--- config.mk ---
export PLATFORM = sky130hd
export DESIGN_NAME = shelf_tile_packer_unit
export DESIGN_NICKNAME = d
export VERILOG_FILES = /design/src/sv/stp_pkg.sv /design/src/sv/shelf_tile_packer_unit.sv /design/src/sv/stp_ram.sv /design/src/sv/stp_front.sv /design/src/sv/stp_back.sv
export SDC_FILE = /design/constraint.sdc
export NUM_CORES = 2
export LEC_CHECK = 0
export CAP_MARGIN = 10
export CORE_MARGIN = 2
export CORE_UTILIZATION = 60
export CTS_BUF_LIST = sky130_fd_sc_hd__clkbuf_2
export DETAILED_ROUTE_END_ITERATION = 10
export DONT_BUFFER_PORTS = 1
export PLACE_DENSITY = 0.76
export REMOVE_ABC_BUFFERS = 1
export SLEW_MARGIN = 10
export SYNTH_ARGS = -nofsm -noshare
export SYNTH_HDL_FRONTEND = slang
export SYNTH_SLANG_ARGS = --single-unit
export TNS_END_PERCENT = 20
--- constraint.sdc ---
create_clock -name clk -period 8.3 [get_ports clk]
set_input_delay 0 -clock clk [delete_from_list [all_inputs] [get_ports clk]]
set_output_delay 0 -clock clk [all_outputs]
set_load 0.05 [all_outputs]
--- src/sv/stp_pkg.sv ---
// Shared constants, types and helpers of the shelf tile packer.
package stp_pkg;

	localparam int MAX_SHELVES = 64;
	localparam int PADDING     = 1;
	localparam int MAX_TILE    = 256;
	localparam int MAX_HEIGHT  = 4096;

	localparam int WIDTH_LIMIT = 4096;
	localparam int HEIGHT_MIN  = 16;
	localparam int HEIGHT_MAX  = 4096;
	localparam int RESET_WIDTH = 1024;
	localparam int RESERVED    = 1 + 2 * PADDING;

	localparam int IN_W    = 9;
	localparam int CFG_W   = 13;
	localparam int POS_W   = 12;
	localparam int AH_W    = 13;
	localparam int XW      = 13;
	localparam int YW      = $clog2(MAX_HEIGHT + 1);
	localparam int PDIM_W  = $clog2(MAX_TILE + 2 * PADDING + 1);
	localparam int IDX_W   = $clog2(MAX_SHELVES);
	localparam int CNT_W   = $clog2(MAX_SHELVES + 1);

	localparam int QUEUE_DEPTH = 2;
	localparam int QPTR_W      = $clog2(QUEUE_DEPTH);
	localparam int QCNT_W      = $clog2(QUEUE_DEPTH + 1);

	typedef struct packed {
		logic [PDIM_W-1:0] tw;
		logic [PDIM_W-1:0] th;
	} item_t;

	typedef struct packed {
		logic  valid;
		item_t item;
	} queue_out_t;

	typedef struct packed {
		logic [XW-1:0]     next_x;
		logic [YW-1:0]     top_y;
		logic [PDIM_W-1:0] height;
	} shelf_t;

	typedef enum logic [1:0] {
		ST_INIT,
		ST_IDLE,
		ST_SCAN
	} back_state_t;

	function automatic logic [AH_W-1:0] round_height(input logic [YW-1:0] h);
		logic [AH_W-1:0] p;
		p = AH_W'(HEIGHT_MAX);
		for (int k = $clog2(HEIGHT_MAX) - 1; k >= $clog2(HEIGHT_MIN); k--) begin
			if (32'(h) <= (32'd1 << k)) begin
				p = AH_W'(32'd1 << k);
			end
		end
		return p;
	endfunction

endpackage

--- src/sv/shelf_tile_packer_unit.sv ---
// Top level of the shelf tile packer: front end, shelf search back end, config register.
//
// Input words on s_axis carry one tile size each; output words on m_axis carry one
// placement result per tile, in order. The user writes atlas_width with cfg_we/cfg_wdata
// only while the block is idle (not enforced here); it applies to every later tile.
// The front end clamps and pads each tile and queues up to two tiles; s_axis_tready
// drops only when that queue is full. The back end scans the shelves in order, one
// shelf RAM read per cycle, and registers the result in the output register when the
// scan ends; it takes a new tile only after the last one is done. Throughput is set by
// this shelf scan.
// A held result (m_axis_tready low) keeps the next tile from entering the scan; the
// queue keeps accepting until full.
// After arst_n the back end writes the reserved shelf 0 in its INIT state, then takes
// tiles; atlas_width resets to 1024 and the atlas holds only the reserved tile.
module shelf_tile_packer_unit
	import stp_pkg::*;
(
	input  logic             clk,
	input  logic             arst_n,
	input  logic             s_axis_tvalid,
	output logic             s_axis_tready,
	input  logic [23:0]      s_axis_tdata,  // tile_width[8:0], tile_height[17:9], zero
	output logic             m_axis_tvalid,
	input  logic             m_axis_tready,
	output logic [39:0]      m_axis_tdata,  // pos_x[11:0], pos_y[23:12], atlas_height[36:24]
	output logic             m_axis_tuser,  // placed
	input  logic             cfg_we,
	input  logic [CFG_W-1:0] cfg_wdata
);

	queue_out_t       q_out;
	logic             q_pop;
	logic [POS_W-1:0] pos_x;
	logic [POS_W-1:0] pos_y;
	logic [AH_W-1:0]  atlas_height;

	stp_front u_front (
		.clk       (clk),
		.arst_n    (arst_n),
		.in_valid  (s_axis_tvalid),
		.in_ready  (s_axis_tready),
		.in_width  (s_axis_tdata[8:0]),
		.in_height (s_axis_tdata[17:9]),
		.q_out     (q_out),
		.q_pop     (q_pop)
	);

	stp_back u_back (
		.clk        (clk),
		.arst_n     (arst_n),
		.cfg_we     (cfg_we),
		.cfg_wdata  (cfg_wdata),
		.q_in       (q_out),
		.q_pop      (q_pop),
		.out_valid  (m_axis_tvalid),
		.out_ready  (m_axis_tready),
		.out_placed (m_axis_tuser),
		.out_pos_x  (pos_x),
		.out_pos_y  (pos_y),
		.out_height (atlas_height)
	);

	assign m_axis_tdata = {3'b000, atlas_height, pos_y, pos_x};

endmodule

--- src/sv/stp_ram.sv ---
// Generic single-write, single-read RAM with registered read data.
module stp_ram #(
	parameter int WIDTH = 8,
	parameter int DEPTH = 16
) (
	input  logic                     clk,
	input  logic                     we,
	input  logic [$clog2(DEPTH)-1:0] waddr,
	input  logic [WIDTH-1:0]         wdata,
	input  logic [$clog2(DEPTH)-1:0] raddr,
	output logic [WIDTH-1:0]         rdata
);

	logic [WIDTH-1:0] mem_q [DEPTH];

	always_ff @(posedge clk) begin
		if (we) begin
			mem_q[waddr] <= wdata;
		end
		rdata <= mem_q[raddr];
	end

endmodule

--- src/sv/stp_front.sv ---
// Front end: accepts tile words, clamps and pads sizes, queues them for the back end.
module stp_front
	import stp_pkg::*;
(
	input  logic         clk,
	input  logic         arst_n,
	input  logic         in_valid,
	output logic         in_ready,
	input  logic [IN_W-1:0] in_width,
	input  logic [IN_W-1:0] in_height,
	output queue_out_t   q_out,
	input  logic         q_pop
);

	function automatic logic [PDIM_W-1:0] clamp_pad(input logic [IN_W-1:0] v);
		logic [31:0] d;
		d = 32'(v);
		if (d < 32'd1) begin
			d = 32'd1;
		end
		if (d > 32'(MAX_TILE)) begin
			d = 32'(MAX_TILE);
		end
		return PDIM_W'(d + 32'(2 * PADDING));
	endfunction

	item_t             entry_q [QUEUE_DEPTH];
	logic [QPTR_W-1:0] wr_q;
	logic [QPTR_W-1:0] rd_q;
	logic [QCNT_W-1:0] cnt_q;
	logic              push;
	logic              pop;

	assign in_ready = (cnt_q != QCNT_W'(QUEUE_DEPTH));
	assign push     = in_valid && in_ready;
	assign pop      = q_pop && (cnt_q != '0);

	assign q_out.valid = (cnt_q != '0);
	assign q_out.item  = entry_q[rd_q];

	always_ff @(posedge clk) begin
		if (push) begin
			entry_q[wr_q].tw <= clamp_pad(in_width);
			entry_q[wr_q].th <= clamp_pad(in_height);
		end
	end

	always_ff @(posedge clk or negedge arst_n) begin
		if (!arst_n) begin
			wr_q  <= '0;
			rd_q  <= '0;
			cnt_q <= '0;
		end else begin
			if (push) begin
				wr_q <= (32'(wr_q) == QUEUE_DEPTH - 1) ? '0 : wr_q + 1'b1;
			end
			if (pop) begin
				rd_q <= (32'(rd_q) == QUEUE_DEPTH - 1) ? '0 : rd_q + 1'b1;
			end
			if (push && !pop) begin
				cnt_q <= cnt_q + 1'b1;
			end else if (pop && !push) begin
				cnt_q <= cnt_q - 1'b1;
			end
		end
	end

endmodule

--- src/sv/stp_back.sv ---
// Back end: first-fit shelf search over the shelf RAM, shelf update and result register.
module stp_back
	import stp_pkg::*;
(
	input  logic             clk,
	input  logic             arst_n,
	input  logic             cfg_we,
	input  logic [CFG_W-1:0] cfg_wdata,
	input  queue_out_t       q_in,
	output logic             q_pop,
	output logic             out_valid,
	input  logic             out_ready,
	output logic             out_placed,
	output logic [POS_W-1:0] out_pos_x,
	output logic [POS_W-1:0] out_pos_y,
	output logic [AH_W-1:0]  out_height
);

	back_state_t       state_q;
	back_state_t       state_d;
	logic [CFG_W-1:0]  aw_cfg_q;
	logic [XW-1:0]     aw;
	logic [IDX_W-1:0]  s_q;
	logic [PDIM_W-1:0] tw_q;
	logic [PDIM_W-1:0] th_q;
	logic [CNT_W-1:0]  count_q;
	logic [YW-1:0]     used_q;

	logic              valid_q;
	logic              placed_q;
	logic [POS_W-1:0]  pos_x_q;
	logic [POS_W-1:0]  pos_y_q;
	logic [AH_W-1:0]   height_q;

	logic              out_free;
	logic              fit;
	logic              last;
	logic              done;
	logic              new_ok;
	logic              ram_we;
	logic [IDX_W-1:0]  ram_waddr;
	shelf_t            ram_wdata;
	logic [IDX_W-1:0]  ram_raddr;
	shelf_t            shelf;
	logic [31:0]       fit_x;
	logic [31:0]       new_y;
	logic [YW-1:0]     used_next;

	stp_ram #(
		.WIDTH($bits(shelf_t)),
		.DEPTH(MAX_SHELVES)
	) u_shelf_ram (
		.clk   (clk),
		.we    (ram_we),
		.waddr (ram_waddr),
		.wdata (ram_wdata),
		.raddr (ram_raddr),
		.rdata (shelf)
	);

	assign aw       = (32'(aw_cfg_q) > WIDTH_LIMIT) ? XW'(WIDTH_LIMIT) : XW'(aw_cfg_q);
	assign out_free = !valid_q || out_ready;
	assign fit_x    = 32'(shelf.next_x) + 32'(tw_q);
	assign new_y    = 32'(used_q) + 32'(th_q);
	assign fit      = (fit_x <= 32'(aw)) && (th_q <= shelf.height);
	assign last     = ((CNT_W'(s_q) + 1'b1) == count_q);
	assign new_ok   = !fit && (32'(count_q) < MAX_SHELVES) && (32'(tw_q) <= 32'(aw))
		&& (new_y <= 32'(MAX_HEIGHT));
	assign used_next = (done && new_ok) ? YW'(new_y) : used_q;

	always_comb begin
		state_d = state_q;
		case (state_q)
			ST_INIT: state_d = ST_IDLE;
			ST_IDLE: begin
				if (q_in.valid && out_free) begin
					state_d = ST_SCAN;
				end
			end
			ST_SCAN: begin
				if (fit || last) begin
					state_d = ST_IDLE;
				end
			end
			default: state_d = ST_INIT;
		endcase
	end

	always_comb begin
		q_pop     = 1'b0;
		done      = 1'b0;
		ram_we    = 1'b0;
		ram_waddr = s_q;
		ram_wdata = shelf;
		ram_raddr = s_q + 1'b1;
		case (state_q)
			ST_INIT: begin
				ram_we           = 1'b1;
				ram_waddr        = '0;
				ram_wdata.next_x = XW'(RESERVED);
				ram_wdata.top_y  = '0;
				ram_wdata.height = PDIM_W'(RESERVED);
			end
			ST_IDLE: begin
				q_pop     = q_in.valid && out_free;
				ram_raddr = '0;
			end
			ST_SCAN: begin
				done = fit || last;
				if (fit) begin
					ram_we           = 1'b1;
					ram_wdata.next_x = XW'(fit_x);
				end else if (last && new_ok) begin
					ram_we           = 1'b1;
					ram_waddr        = IDX_W'(count_q);
					ram_wdata.next_x = XW'(tw_q);
					ram_wdata.top_y  = used_q;
					ram_wdata.height = th_q;
				end
			end
			default: begin
				ram_raddr = '0;
			end
		endcase
	end

	always_ff @(posedge clk) begin
		if (q_pop) begin
			tw_q <= q_in.item.tw;
			th_q <= q_in.item.th;
		end
		if (done) begin
			placed_q <= fit || new_ok;
			height_q <= round_height(used_next);
			if (fit) begin
				pos_x_q <= POS_W'(32'(shelf.next_x) + 32'(PADDING));
				pos_y_q <= POS_W'(32'(shelf.top_y) + 32'(PADDING));
			end else if (new_ok) begin
				pos_x_q <= POS_W'(PADDING);
				pos_y_q <= POS_W'(32'(used_q) + 32'(PADDING));
			end else begin
				pos_x_q <= '0;
				pos_y_q <= '0;
			end
		end
	end

	always_ff @(posedge clk or negedge arst_n) begin
		if (!arst_n) begin
			state_q  <= ST_INIT;
			aw_cfg_q <= CFG_W'(RESET_WIDTH);
			s_q      <= '0;
			count_q  <= CNT_W'(1);
			used_q   <= YW'(RESERVED);
			valid_q  <= 1'b0;
		end else begin
			state_q <= state_d;
			if (cfg_we) begin
				aw_cfg_q <= cfg_wdata;
			end
			if (q_pop) begin
				s_q <= '0;
			end else if (state_q == ST_SCAN && !done) begin
				s_q <= s_q + 1'b1;
			end
			if (done && new_ok) begin
				count_q <= count_q + 1'b1;
			end
			used_q <= used_next;
			if (done) begin
				valid_q <= 1'b1;
			end else if (out_ready) begin
				valid_q <= 1'b0;
			end
		end
	end

	assign out_valid  = valid_q;
	assign out_placed = placed_q;
	assign out_pos_x  = pos_x_q;
	assign out_pos_y  = pos_y_q;
	assign out_height = height_q;

	a_count_range: assert property (@(posedge clk) disable iff (!arst_n)
		(count_q != '0) && (32'(count_q) <= MAX_SHELVES))
		else $error("shelf count out of range");

	a_scan_below_count: assert property (@(posedge clk) disable iff (!arst_n)
		(state_q == ST_SCAN) |-> (CNT_W'(s_q) < count_q))
		else $error("scan index past shelf count");

	a_used_limit: assert property (@(posedge clk) disable iff (!arst_n)
		32'(used_q) <= MAX_HEIGHT)
		else $error("used height past limit");

	a_reject_origin: assert property (@(posedge clk) disable iff (!arst_n)
		(done && !fit && !new_ok) |=> (!placed_q && pos_x_q == '0 && pos_y_q == '0))
		else $error("rejected tile not at origin");

	a_pop_when_free: assert property (@(posedge clk) disable iff (!arst_n)
		q_pop |=> !valid_q || $past(out_ready) || $past(!valid_q))
		else $error("item started while result blocked");

endmodule
==> results.toml <==
[global_routing]
grt_max_degree = 179
grt_busiest_layer = "met2"
grt_antenna_before_repair = 20
gr-usage-met1 = 0.433
grt-ovfl-total = 0
grt_pass1_wl_um = 394000
grt_pass1_vias = 62448
grt_util_met2 = 0.506
use_met3 = 0.0842
grt_usage = 0.329

[finish]
fin_cells = 9629
final_core_util = 0.666
final_common_cell = "edfxtp_1"
n_fill_cell = 10913
final_cell_mix = "edfxtp_1 (2264), nand2_1 (1191), clkbuf_2 (832), nand3_1 (588), a211oi_1 (381)"
drive_above_1_share = 0.164
design_area_um2 = 105000
nNetsFinal = 7263
area_growth_pct = 10.7

[yosys]
synthAdderAreaFrac = 0.00793
yosysWarnings = 0
synth.area.top_cells = "edfxtp_1 (72%), nand2_1 (4.7%), nand3_1 (3.1%)"
synth_async_sr_flop_share = 0.0196
yosys.area.top_type = "edfxtp_1"
synth_top_area_share = 0.716
synthSimpleGateAreaFrac = 0.0931
syn-cell-area_um2 = 95000
yosysUniqueCellTypes = 75
synthMuxAreaShare = 0.0330
yosysSeqAreaShare = 0.735
syn_inst = 6700
yosys_register_bits = 2344
synthXorXnorAreaFrac = 0.00729
synth-compound-area-share = 0.101
synth_top_family_by_area = "compound AO/OA/AOI/OAI gates"
synth_edf_count = 2264
syn_avg_cell_area_um2 = 14.2
synth_flop_cell = "edfxtp_1"

[clock_tree]
path_clk_slew_ns = 0.12
clockBufferDepth = 4
htreeDepth = 6
cts_resized = 0
cts_tree = "built"
ctsHoldBuffers = 174
postCtsSetupBuffers = 0
clk-insertion-delay-late_ns = 1.91
clock_sinks = 2344
cts_root_buf = "clkbuf_2"
numCtsBuffers = 574

[drt]
viasPerCell = 6.61
ant_nets = 0
wirelength_um = 269000
drc = 0
firstDrtPassIters = 7
post_drt_wl_per_cell_um = 27.9
drt_iter0_drc = 9459
num_vias = 63644

[pwr]
power_mw = 39.3
p_leak_nw = 35.1
power_density_nw_per_um2 = 373
irDropWorstVdd_uv = 330

[placed_design]
hpwl_um = 148000
place.gp.congestion = 0.944
port_buffers = 0
post_dp_cell_area_um2 = 98400
dp.cells = 8480

[worst_setup_path]
path_max_fanout = 29
crit_arrival_ns = 9.31
cp_top_family = "simple AND/OR/NAND/NOR gates"
max_stage_delay_ns = 1.08
endpoint_kind = "flip-flop"
path_buf_inv = 3
crit_type = "reg -> reg"
worstPathRequired_ns = 9.78
cp_common_cell = "o21ai_0"
start_kind = "flip-flop"
rrSetupSlack_ns = 0.46
slowest_stage = "nor2_4"

[timing]
rsz0062_at_grt = "no"
max_freq_ghz = 0.128
finalSetupViolCount = 0
finalCriticalPeriod_ns = 7.84
fin_skew_ns = 0.170
relSlewSlack = 0.117
finalMaxSlewViolations = 0
hold_viol = 0
worstMarginPinSlew_ns = 1.32
post-route-period-util = 0.944
setup_tns_ns = 0

[floorplan]
initial_core_util = 0.602
ios = 85
core_area_um2 = 158000
fp.dieH_um = 402
die_x_um = 402
rows = 146
die_area_um2 = 161000

[hold_path]
min_path_type = "in -> reg"

[run_status]
status = "complete, no violations"

[job]
drv_cap = 0
-- synthesized netlist by cell type (all sizes together), types with 11 or more instances --
cell / number
a211oi: 382
a21oi: 173
a22oi: 25
a311oi: 139
a31oi: 141
and2: 11
and3: 28
buf: 39
clkbuf: 474
dfrtp: 42
dfxtp: 34
edfxtp: 2264
ha: 57
inv: 36
mux2: 31
mux2i: 278
nand2: 1192
nand2b: 16
nand3: 588
nand4: 14
nor2: 122
nor2b: 18
nor3: 30
o21ai: 83
o22ai: 17
o32ai: 275
xnor2: 41
xor2: 38
-- cell families after synthesis --
| logic type | after synthesis |
|---|---|
| compound gates | 1307 |
| xor+xnor | 79 |
| fa+ha+maj | 59 |
| buf+inv | 549 |
| flops | 2344 |
| mux | 309 |
| other cells | 1 |
| simple gates | 2052 |
-- registers in the layout (all words and copies together) (netlist names) --
| name | flops |
|---|---|
| u_back.used_q | 13 |
| u_back.aw_cfg_q | 13 |
| u_back.count_q | 7 |
| u_back.s_q | 6 |
| u_back.out_height | 9 |
| u_front.wr_q | 1 |
| u_back.out_pos_x | 12 |
| u_back.th_q | 9 |
| u_back.u_shelf_ram.mem_q | 2176 |
| u_back.out_placed | 1 |
| u_back.out_pos_y | 12 |
| u_back.out_valid | 1 |
| u_back.tw_q | 9 |
| u_back.state_q | 2 |
| u_front.cnt_q | 2 |
| u_front.rd_q | 1 |
| u_front.entry_q | 36 |
| u_back.u_shelf_ram.rdata | 34 |
-- final cells by class --
class | count | area [um2] | area share
diodes | 14 | 35.0 | 0.000333
multi-input cells | 3813 | 23900 | 0.228
clock buffers | 832 | 4160 | 0.0396
well taps | 2072 | 2590 | 0.0247
clock inverters | 125 | 649 | 0.00617
flip-flops and latches | 2344 | 69800 | 0.664
repair buffers | 393 | 3810 | 0.0363
inverters | 36 | 135 | 0.00128
-- path summary, 6_finish.rpt --
kind | cells after the start | startpoint | end
min in group asynchronous | 6 | arst_n | u_front.rd_q
max reg2reg | 26 | u_back.u_shelf_ram.rdata[22] | u_back.u_shelf_ram.mem_q[59][26]
max | 26 | u_back.u_shelf_ram.rdata[22] | u_back.u_shelf_ram.mem_q[59][26]
min | 5 | s_axis_tdata[9] | u_front.entry_q[0][5]
min reg2reg | 1 | u_front.entry_q[1][15] | u_back.tw_q[6]
max in group asynchronous | 6 | arst_n | u_back.used_q[0]
-- metal layers --
| metal | vias to the layer above | share of wire |
|---|---|---|
| met1 | 30968 | 0.36 |
| met5 | - | 0.00026 |
| met2 | 4589 | 0.47 |
| met3 | 744 | 0.12 |
| li1 | 27331 | - |
| met4 | 12 | 0.054 |
-- worst register-to-register path, cell delays in order, from the launching register on --
cell	delay, ns
dfxtp_1	0.50
ha_1	0.23
inv_1	0.06
fa_1	0.40
nor2b_1	0.12
o21ai_0	0.11
a21oi_1	0.23
o21ai_0	0.10
nand2b_1	0.12
a31oi_1	0.14
nor2b_1	0.16
o21ai_0	0.11
xnor2_1	0.20
ha_1	0.35
and4_1	0.21
nand4_1	0.14
a21oi_1	0.21
a211o_1	0.13
a221o_1	0.19
nand2_1	0.20
a211oi_2	0.61
and2_1	0.38
buf_4	0.35
a221o_1	0.30
nand3_1	0.58
nor2_4	1.08
buf_4	0.31
-- report_power, final --
part	switching (mW)	internal (mW)
combinational	11.3	3.58
sequential	0.725	16.4
clock	4.43	2.83
-- through the flow --
| stage | hold WS, ns | setup WS [ns] |
|---|---|---|
| CTS | 0.0675 | 0.595 |
| detailed placement | -0.294 | 0.742 |
| global route | 0.187 | 0.0543 |
| finish | 0.307 | 0.465 |
| global placement | -0.294 | 0.685 |
| floorplan | -0.296 | -53.54 |
Power figures use the tool's default switching activity.
